$ cat src/rgb_to_cmyk_pixel_top_defines.svh
// assertion helpers for the top-level rtl file
`ifndef RGB_TO_CMYK_PIXEL_TOP_DEFINES_SVH
`define RGB_TO_CMYK_PIXEL_TOP_DEFINES_SVH

// same-cycle implication, checked on clk, off during reset
`define RTCP_ASSERT_IMPL(lbl, ante, cons, msg) \
  lbl: assert property (@(posedge clk) disable iff (!rst_n) (ante) |-> (cons)) \
    else $error(msg);

// next-cycle implication, checked on clk, off during reset
`define RTCP_ASSERT_NEXT(lbl, ante, cons, msg) \
  lbl: assert property (@(posedge clk) disable iff (!rst_n) (ante) |=> (cons)) \
    else $error(msg);

`endif

$ cat src/rtcp_pkg.sv
`default_nettype none

package rtcp_pkg;

  localparam int CHANNEL_BITS = 8;
  localparam int REM_W        = 2 * CHANNEL_BITS + 1;
  localparam int DSH_W        = 2 * CHANNEL_BITS;
  localparam int CFG_W        = 16;
  localparam int PROD_W       = 2 * CHANNEL_BITS;
  localparam int CMP_W        = (PROD_W > CFG_W) ? PROD_W : CFG_W;
  localparam int NUM_CH       = 3;

  localparam logic [CHANNEL_BITS-1:0] FULL = {CHANNEL_BITS{1'b1}};
  localparam logic [CFG_W-1:0] THRESH_RESET = 16'd16256;

  typedef logic [CHANNEL_BITS-1:0] chan_t;

  // one pixel in flight through the divider chain
  typedef struct packed {
    logic [NUM_CH-1:0][REM_W-1:0]        rem;
    logic [NUM_CH-1:0][CHANNEL_BITS-1:0] quo;
    logic [DSH_W-1:0]                    dsh;
    chan_t                               key;
  } stage_t;

endpackage

`default_nettype wire

$ cat src/rtcp_front.sv
`default_nettype none

module rtcp_front (
  input  wire                  clk,
  input  wire                  rst_n,
  input  wire                  up_valid,
  output logic                 up_ready,
  input  wire rtcp_pkg::chan_t red,
  input  wire rtcp_pkg::chan_t green,
  input  wire rtcp_pkg::chan_t blue,
  output logic                 dn_valid,
  input  wire                  dn_ready,
  output rtcp_pkg::stage_t     dn_data
);
  import rtcp_pkg::*;

  chan_t                          ch [NUM_CH];
  chan_t                          max_ch;
  logic [REM_W-1:0]               diff_ext;
  logic [REM_W-1:0]               max_ext;
  stage_t                         data_nxt;
  stage_t                         data_r;
  logic                           valid_r;

  assign ch[0] = red;
  assign ch[1] = green;
  assign ch[2] = blue;

  always_comb begin
    max_ch = red;
    if (green > max_ch) begin
      max_ch = green;
    end
    if (blue > max_ch) begin
      max_ch = blue;
    end
  end

  // numerator (m - ch) * 2 * FULL + m, divisor 2m pre-shifted to the top step
  always_comb begin
    data_nxt = '0;
    diff_ext = '0;
    max_ext  = REM_W'(max_ch);
    for (int j = 0; j < NUM_CH; j++) begin
      diff_ext = REM_W'(max_ch - ch[j]);
      data_nxt.rem[j] = (diff_ext << (CHANNEL_BITS + 1)) - (diff_ext << 1) + max_ext;
    end
    data_nxt.dsh = {max_ch, {CHANNEL_BITS{1'b0}}};
    data_nxt.key = FULL - max_ch;
  end

  assign up_ready = !valid_r || dn_ready;
  assign dn_valid = valid_r;
  assign dn_data  = data_r;

  always_ff @(posedge clk) begin
    if (!rst_n) begin
      valid_r <= 1'b0;
    end else if (up_ready) begin
      valid_r <= up_valid;
    end
  end

  always_ff @(posedge clk) begin
    if (up_valid && up_ready) begin
      data_r <= data_nxt;
    end
  end

endmodule

`default_nettype wire

$ cat src/rtcp_cell.sv
`default_nettype none

module rtcp_cell (
  input  wire                  clk,
  input  wire                  rst_n,
  input  wire                  up_valid,
  output logic                 up_ready,
  input  wire rtcp_pkg::stage_t up_data,
  output logic                 dn_valid,
  input  wire                  dn_ready,
  output rtcp_pkg::stage_t     dn_data
);
  import rtcp_pkg::*;

  logic [NUM_CH-1:0] ge;
  logic [REM_W-1:0]  dsh_ext;
  stage_t            data_nxt;
  stage_t            data_r;
  logic              valid_r;

  // one restoring step for all three channels, shared divisor
  always_comb begin
    data_nxt = up_data;
    dsh_ext  = REM_W'(up_data.dsh);
    for (int j = 0; j < NUM_CH; j++) begin
      ge[j] = up_data.rem[j] >= dsh_ext;
      data_nxt.rem[j] = ge[j] ? (up_data.rem[j] - dsh_ext) : up_data.rem[j];
      data_nxt.quo[j] = {up_data.quo[j][CHANNEL_BITS-2:0], ge[j]};
    end
    data_nxt.dsh = up_data.dsh >> 1;
  end

  assign up_ready = !valid_r || dn_ready;
  assign dn_valid = valid_r;
  assign dn_data  = data_r;

  always_ff @(posedge clk) begin
    if (!rst_n) begin
      valid_r <= 1'b0;
    end else if (up_ready) begin
      valid_r <= up_valid;
    end
  end

  always_ff @(posedge clk) begin
    if (up_valid && up_ready) begin
      data_r <= data_nxt;
    end
  end

endmodule

`default_nettype wire

$ cat src/rtcp_back.sv
`default_nettype none

module rtcp_back (
  input  wire                          clk,
  input  wire                          rst_n,
  input  wire                          up_valid,
  output logic                         up_ready,
  input  wire rtcp_pkg::stage_t        up_data,
  input  wire [rtcp_pkg::CFG_W-1:0]    threshold,
  output logic                         dn_valid,
  input  wire                          dn_ready,
  output rtcp_pkg::chan_t              cyan,
  output rtcp_pkg::chan_t              magenta,
  output rtcp_pkg::chan_t              yellow,
  output rtcp_pkg::chan_t              key,
  output logic                         mask
);
  import rtcp_pkg::*;

  logic              black;
  chan_t             cyan_nxt, magenta_nxt, yellow_nxt;
  logic [PROD_W-1:0] prod;
  logic              mask_nxt;
  chan_t             cyan_r, magenta_r, yellow_r, key_r;
  logic              mask_r;
  logic              valid_r;

  // m == 0 shows up as key == FULL; the divider output is garbage there
  assign black       = up_data.key == FULL;
  assign cyan_nxt    = black ? '0 : up_data.quo[0];
  assign magenta_nxt = black ? '0 : up_data.quo[1];
  assign yellow_nxt  = black ? '0 : up_data.quo[2];
  assign prod        = PROD_W'(up_data.key) * PROD_W'(FULL - magenta_nxt);
  assign mask_nxt    = CMP_W'(prod) > CMP_W'(threshold);

  assign up_ready = !valid_r || dn_ready;
  assign dn_valid = valid_r;
  assign cyan     = cyan_r;
  assign magenta  = magenta_r;
  assign yellow   = yellow_r;
  assign key      = key_r;
  assign mask     = mask_r;

  always_ff @(posedge clk) begin
    if (!rst_n) begin
      valid_r <= 1'b0;
    end else if (up_ready) begin
      valid_r <= up_valid;
    end
  end

  always_ff @(posedge clk) begin
    if (up_valid && up_ready) begin
      cyan_r    <= cyan_nxt;
      magenta_r <= magenta_nxt;
      yellow_r  <= yellow_nxt;
      key_r     <= up_data.key;
      mask_r    <= mask_nxt;
    end
  end

endmodule

`default_nettype wire

$ cat src/rgb_to_cmyk_pixel_top.sv
`default_nettype none

// rgb to cmyk converter. one pixel enters per clock while the output is not stalled;
// each result is registered in the front stage (max, key and numerators), then
// once per quotient bit in the row of eight restoring divider cells, then in the
// back stage (black-pixel fixup and mask compare).
// cyan, magenta and yellow are round((m - ch) * 255 / m) with halves rounded up,
// key is 255 - m, and a black pixel gives zero cmy. mask is set when
// key * (255 - magenta) exceeds cfg mask_threshold (reset 16256); write the
// threshold only while no transaction is in flight.
module rgb_to_cmyk_pixel_top (
  input  wire                          clk,
  input  wire                          rst_n,
  input  wire                          cfg_we,
  input  wire [rtcp_pkg::CFG_W-1:0]    cfg_wdata,
  input  wire                          in_valid,
  output logic                         in_ready,
  input  wire rtcp_pkg::chan_t         in_red,
  input  wire rtcp_pkg::chan_t         in_green,
  input  wire rtcp_pkg::chan_t         in_blue,
  output logic                         out_valid,
  input  wire                          out_ready,
  output rtcp_pkg::chan_t              out_cyan,
  output rtcp_pkg::chan_t              out_magenta,
  output rtcp_pkg::chan_t              out_yellow,
  output rtcp_pkg::chan_t              out_key,
  output logic                         out_mask
);
  import rtcp_pkg::*;
  `include "rgb_to_cmyk_pixel_top_defines.svh"

  logic [CFG_W-1:0]      thresh_r;
  logic [CHANNEL_BITS:0] vld;
  logic [CHANNEL_BITS:0] rdy;
  stage_t                dat [CHANNEL_BITS+1];

  always_ff @(posedge clk) begin
    if (!rst_n) begin
      thresh_r <= THRESH_RESET;
    end else if (cfg_we) begin
      thresh_r <= cfg_wdata;
    end
  end

  rtcp_front u_front (
    .clk      (clk),
    .rst_n    (rst_n),
    .up_valid (in_valid),
    .up_ready (in_ready),
    .red      (in_red),
    .green    (in_green),
    .blue     (in_blue),
    .dn_valid (vld[0]),
    .dn_ready (rdy[0]),
    .dn_data  (dat[0])
  );

  for (genvar i = 0; i < CHANNEL_BITS; i++) begin : g_cell
    rtcp_cell u_cell (
      .clk      (clk),
      .rst_n    (rst_n),
      .up_valid (vld[i]),
      .up_ready (rdy[i]),
      .up_data  (dat[i]),
      .dn_valid (vld[i+1]),
      .dn_ready (rdy[i+1]),
      .dn_data  (dat[i+1])
    );
  end

  rtcp_back u_back (
    .clk       (clk),
    .rst_n     (rst_n),
    .up_valid  (vld[CHANNEL_BITS]),
    .up_ready  (rdy[CHANNEL_BITS]),
    .up_data   (dat[CHANNEL_BITS]),
    .threshold (thresh_r),
    .dn_valid  (out_valid),
    .dn_ready  (out_ready),
    .cyan      (out_cyan),
    .magenta   (out_magenta),
    .yellow    (out_yellow),
    .key       (out_key),
    .mask      (out_mask)
  );

  // after the last step every remainder of a non-black pixel is below the divisor 2m
  `RTCP_ASSERT_IMPL(a_rem_below_div, vld[CHANNEL_BITS] && dat[CHANNEL_BITS].key != FULL,
    dat[CHANNEL_BITS].rem[0] < REM_W'({dat[CHANNEL_BITS].dsh, 1'b0}) &&
    dat[CHANNEL_BITS].rem[1] < REM_W'({dat[CHANNEL_BITS].dsh, 1'b0}) &&
    dat[CHANNEL_BITS].rem[2] < REM_W'({dat[CHANNEL_BITS].dsh, 1'b0}),
    "divider remainder out of range")
  `RTCP_ASSERT_IMPL(a_black_zero, out_valid && out_key == FULL,
    out_cyan == '0 && out_magenta == '0 && out_yellow == '0,
    "black pixel with nonzero cmy")
  `RTCP_ASSERT_IMPL(a_mask_needs_key, out_valid && out_mask, out_key != '0,
    "mask set with zero key")
  `RTCP_ASSERT_NEXT(a_front_hold, vld[0] && !rdy[0], vld[0] && $stable(dat[0]),
    "front stage lost or changed a stalled transaction")

endmodule

`default_nettype wire
$ cat config.mk
export PLATFORM = sky130hd
export DESIGN_NAME = rgb_to_cmyk_pixel_top
export DESIGN_NICKNAME = d
export VERILOG_FILES = /design/src/rtcp_pkg.sv /design/src/rtcp_front.sv /design/src/rtcp_cell.sv /design/src/rtcp_back.sv /design/src/rgb_to_cmyk_pixel_top.sv
export VERILOG_INCLUDE_DIRS = /design/src /design/src/src
export SDC_FILE = /design/constraint.sdc
export NUM_CORES = 1
export LEC_CHECK = 0
export ABC_AREA = 0
export BUFFER_PORTS_ARGS = -buffer_cell sky130_fd_sc_hd__buf_2
export CAP_MARGIN = 40
export CORE_AREA = 4 4 258 260
export DETAILED_ROUTE_END_ITERATION = 10
export DIE_AREA = 0 0 262 264
export HOLD_SLACK_MARGIN = 0.12
export PLACE_DENSITY = 0.76
export SLEW_MARGIN = 20
export SYNTH_ARGS = -nofsm -noshare
export SYNTH_HDL_FRONTEND = slang
export SYNTH_SLANG_ARGS = --single-unit
$ cat constraint.sdc
create_clock -name clk -period 14.45 [get_ports clk]
set_clock_uncertainty 0.1 [all_clocks]
set_input_delay 2.89 -clock clk [delete_from_list [all_inputs] [get_ports clk]]
set_output_delay 2.89 -clock clk [all_outputs]
set_load 0.005 [all_outputs]
# Yosys cells after proc, flatten, opt, wreduce, memory -nomap -nowiden
# Index checks and enable logic that the tools add are counted.
[totals] ff_bits=711 in_bits=45 output_inout_bits=35
[classes] addsub=32 mul=1 n_lt_le_gt_ge=27 n_eq_ne=1 muxes=24 n_reduce_logical=30
[op_table] cell="$mux W17" count=21
[op_table] cell="$add A17 B8 Y17" count=3
[op_table] cell="$ge A17 B10 Y1" count=3
[op_table] cell="$ge A17 B11 Y1" count=3
[op_table] cell="$ge A17 B12 Y1" count=3
[op_table] cell="$ge A17 B13 Y1" count=3
[op_table] cell="$ge A17 B14 Y1" count=3
[op_table] cell="$ge A17 B15 Y1" count=3
[op_table] cell="$ge A17 B16 Y1" count=3
[op_table] cell="$ge A17 B9 Y1" count=3
[op_table] cell="$sub A17 B10 Y17" count=3
[op_table] cell="$sub A17 B11 Y17" count=3
[op_table] cell="$sub A17 B12 Y17" count=3
[op_table] cell="$sub A17 B13 Y17" count=3
[op_table] cell="$sub A17 B14 Y17" count=3
[op_table] cell="$sub A17 B15 Y17" count=3
[op_table] cell="$sub A17 B16 Y17" count=3
[op_table] cell="$sub A17 B17 Y17" count=3
[op_table] cell="$sub A8 B8 Y9" count=3
[op_table] cell="$mux W8" count=3
[op_table] cell="$gt A16 B16 Y1" count=1
[op_table] cell="$gt A8 B8 Y1" count=2
[op_table] cell="$mul A8 B16 Y16" count=1
[op_table] cell="$logic_and A1 B1 Y1" count=10
[op_table] cell="5 further kinds" count=23

# Depth between registers and ports, before layout
[logic_depth] depth_word=12 ltp_mapped=38 mapped_depth_nobuf=36

# Cells and area by module
# Synthesis repeated with hierarchy kept, for this count alone.
[hier_totals] cells_unflattened=5465 area_unflattened_um2=59099.2
[modules_own_cells] module="rtcp_cell (g_cell[4].u_cell ...)" n_inst=4 cells_per_inst=544 area_per_inst_um2=5964.5 seq_area_each_um2=2962.8
[modules_own_cells] module="rtcp_cell (g_cell[1].u_cell ...)" n_inst=3 cells_per_inst=550 area_per_inst_um2=6113.4 seq_area_each_um2=2962.8
[modules_own_cells] module="rtcp_cell (g_cell[0].u_cell)" n_inst=1 cells_per_inst=585 area_per_inst_um2=6349.8 seq_area_each_um2=2962.8
[modules_own_cells] module="rtcp_front" n_inst=1 cells_per_inst=620 area_per_inst_um2=6168.4 seq_area_each_um2=1941.9
[modules_own_cells] module="rtcp_back" n_inst=1 cells_per_inst=383 area_per_inst_um2=3784.9 seq_area_each_um2=1011.0
[modules_own_cells] module="rgb_to_cmyk_pixel_top" n_inst=1 cells_per_inst=51 area_per_inst_um2=598.1 seq_area_each_um2=320.3

# Worst setup path after synthesis
# No wires, ideal clock.
[synth_path] path_kind="input to register" from="in out_ready" to="reg g_cell[5].u_cell.data_r, in the netlist g_cell[5].u_cell.dn_data[0] (enable)" arrival_time_ns=9.143 required_time_ns=13.702 setup_slack_ns=4.559 stages=3 path_buffers=0 path_cell_list="nor2b_1 and3_1 a21boi_0"
[synth_via] elab_chain_cells=5
[synth_lines] item="from (decl)" line="rgb_to_cmyk_pixel_top.sv:22" rtl="input wire out_ready,"
[synth_lines] item="$logic_or A1 B1 Y1" line="rtcp_back.sv:36" rtl="assign up_ready = !valid_r || dn_ready;"
[synth_lines] item="$logic_or A1 B1 Y1 (3 in a row)" line="rtcp_cell.sv:33" rtl="assign up_ready = !valid_r || dn_ready;"
[synth_lines] item="$logic_and A1 B1 Y1" line="rtcp_cell.sv:46" rtl="if (up_valid && up_ready) begin"
[synth_lines] item="to (signal assigned)" line="rtcp_cell.sv:47" rtl="data_r <= data_nxt;"
[synth_lines] item="to (decl)" line="rtcp_cell.sv:18" rtl="stage_t data_r;"
# Every way passes these cells.
# A chain may end at the register's enable or synchronous reset.

==> results by group <==
Placement
  – Area after DPL: 0.0399 mm^2
  – IO Port Bufs: 79
  – Placed cell count: 4184
  – Post-DP HPWL: 59700 um
  – GP Congestion: 0.946

Yosys
  – Largest area contributor in the netlist: edfxtp_1
  – Most common library cells after synthesis: edfxtp_1, ha_1, inv_1
  – Post-synth EDFFs: 661
  – Yosys top cell area share: 51.8%
  – Synthesized area per cell: 11.7 um^2
  – Share of the yosys chip area belonging to registers: 53.2%
  – Ys Warns: 0
  – Yosys reg bits: 687
  – Top-count cell post-synth: edfxtp_1
  – Synth Instances: 3271
  – Distinct cells, synth: 82
  – Mapped Area: 0.0383 mm^2
  – Net count after synthesis: 3704
  – Post-synth top flop: edfxtp_1
  – Synth top area cells: edfxtp_1, ha_1, fa_1
  – FFs w/ async S/R, synth: 0%

Final layout
  – Diode count: 0
  – Post-route cell area: 0.0424 mm^2
  – Nets: 3844
  – Fillers: 4622
  – Final non-filler cell total: 4323
  – Proportion of layout cells with a drive suffix above 1: 8.04%
  – Area Growth Syn to Fin: 10.5%

Clock tree
  – Root Driver: clkbuf_16
  – Total CTS buffers: 71
  – CTS max path bufs: 3
  – CTS sink count: 687
  – Hold buffers post-CTS: 0
  – Clk pin slew, worst setup/hold paths: 0.06 ns
  – CTS resizes: 0
  – Post-CTS Setup Repair Bufs: 0
  – CTS tree: yes
  – H-tree levels: 3
  – Skew-Pair Late Insertion Delay: 0.61 ns

Route
  – DR pass1 iterations: 5
  – Wirelength, routed: 77400 um
  – Antenna Nets Post-Route: 0
  – Drt via density: 5.66
  – DRC violations left: 0
  – Vias: 24466
  – Drt wl/cell: 17.9 um
  – DRT iter0 DRCs: 1528

Global route
  – Largest net degree at the start of global routing: 74
  – Total track usage: 22.3%
  – Remaining Overflow, GRT: 0
  – First-pass GRT wire length: 124000 um
  – Initial antenna violation count: 0
  – Vias in the first global route: 24824

Worst setup path
  – Crit-path max FO: 22
  – CP startpoint kind: input pin
  – Crit end category: register
  – Worst R2R Start: g_cell[7].u_cell.dn_data[3]
  – Max incr delay on CP: 0.55 ns
  – Worst path required time: 14.68 ns
  – CP arrival: 9.63 ns
  – Worst Setup SP: in_red[1]
  – Critical path class: input pin to register
  – CP max-delay cell: mux2i_1
  – Most frequent CP cell: o21ai_0

Floorplanning
  – Initial Util: 59.8%
  – IO Count: 80
  – Placeable Area: 0.0641 mm^2
  – Die Ht: 264 um
  – Die ar.: 0.0692 mm^2
  – Site Rows: 93
  – Width of the die: 262 um

Power
  – Seq pwr share: 42.8%
  – Sw frac: 29.3%
  – Psw: 0.00175 W
  – Clk pwr share: 29.6%
  – Peak VDD IR: 85.1 uV
  – Leakage: 16.6 nW
  – Logic pwr share: 27.6%
  – PwrDens: 141 mW/mm^2
  – Cell Int Power: 0.00422 W

Timing
  – Tcrit/Tclk final: 65.1%
  – Final worst path period need: 9.40 ns
  – RSZ-0062 raised after global routing: false
  – Endpoints failing hold: 0
  – Final setup fails: 0
  – Relative slew slack: 45.3%
  – Setup TNS: 0 ns
  – Final hold slack: 0.300 ns
  – Fmax: 0.106 GHz
  – Worst Max-Slew Pin Slew: 0.811 ns
  – Max-slew violations: 0

Flow run
  – Max Cap Viol: 0

Status
  – Status: complete, no violations

Hold path
  – Worst hold path class: register to register
  – Hold Path Origin: g_cell[5].u_cell.dn_data[32]
[critical path, delay by kind of cell]
kind / cells / cell delay (ns)
compound gates: 18 / 3.33
xor+xnor: 1 / 0.13
buf+inv: 3 / 0.28
fa+ha+maj: 5 / 1.35
mux: 2 / 0.84
simple gates: 6 / 0.78
[cells in the final DEF (no fill, tap or decap), types with 10 or more instances in the layout]
master and instances:
nor2b_1 94, nor2_1 170, a211oi_1 21, nand2b_1 55, nor3_1 48, xor2_1 73, fa_1 60, buf_4 21
nand2_1 283, ha_1 328, o21a_1 49, clkbuf_16 72, nand3_1 27, mux2i_1 41, inv_1 319, or3_1 18
o31ai_1 36, xnor2_1 123, a21o_1 81, clkinv_1 10, nor4_1 28, edfxtp_1 661, o211ai_1 12, and3_1 13
clkbuf_1 17, a21oi_1 139, mux2_2 16, buf_2 80, nor4b_1 11, clkinv_2 13, nand4_1 35, or4_1 10
o21ai_0 205, o21ai_1 11, dfxtp_1 26, and2_1 60, a21boi_0 28, a31oi_1 12
[metal layers]
metal	share of wire, %	global-route usage (%)	wire [um]	vias up
li1	-	-	-	12156
met1	39	25.7	30400	11530
met2	51	39.9	39400	567
met3	3.6	2.77	2800	213
met4	6.3	13.1	4860	0
met5	0	0	0	-
[area by class of cell]
| cell class | count | area [um^2] | area share (%) |
|---|---|---|---|
| clock buffers | 89 | 1870 | 4.40 |
| clock inverters | 41 | 417 | 0.984 |
| inverters | 319 | 1200 | 2.83 |
| multi-input cells | 2223 | 16700 | 39.4 |
| flip-flops and latches | 687 | 20400 | 48.1 |
| well taps | 855 | 1070 | 2.53 |
| repair buffers | 109 | 756 | 1.78 |
[power by group through the flow]
stage	logic [W]	registers, W	clock network, W
detailed placement	0.00163	0.00259	0
floorplan	0.00131	0.00255	0
global route	0.00185	0.00257	0.00191
CTS	0.00164	0.00255	0.00181
finish	0.00165	0.00256	0.00177
global placement	0.00155	0.00259	0
[path summary, 6_finish.rpt]
check	cells past startpoint	slack, ns	to
setup / recovery	35	5.05	u_front.dn_data[96]
setup reg to reg	26	7.18	u_back.mask
hold / removal	0	0.30	g_cell[6].u_cell.dn_data[33]
hold reg to reg	0	0.30	g_cell[6].u_cell.dn_data[33]
[flip-flops by register name (all words and copies together) (netlist names)]
register	cells
thresh_r	16
u_back.cyan	8
u_front.dn_valid	1
u_back.mask	1
u_front.dn_data	64
u_back.key	8
g_cell.u_cell.dn_data	564
u_back.dn_valid	1
g_cell.u_cell.dn_valid	8
u_back.yellow	8
u_back.magenta	8
[per-stage QoR]
step	setup slack (ns)	total power, W	util [%]
after global placement	4.04	0.00414	62.1
after global routing	4.28	0.00633	66.1
after CTS	4.99	0.00600	65.8
after detailed placement	4.40	0.00422	62.2
final	5.05	0.00597	66.1
after floorplan	4.56	0.00386	-
[logic make-up (layout without fill, tap and decap cells)]
family                     Yosys count  count (layout)  share of synthesized area [%]
buffers and inverters              361             558                           3.58
xor gates and xnor gates           197             197                           4.52
muxes                               57              57                           1.54
DFF                                687             687                           53.2
AOI/OAI and AO/OA                  674             674                           11.2
adders and majority gates          388             388                           13.8
and+or+nand+nor                    907             907                           12.1
Note: power is estimated with default switching activity, not from simulation.
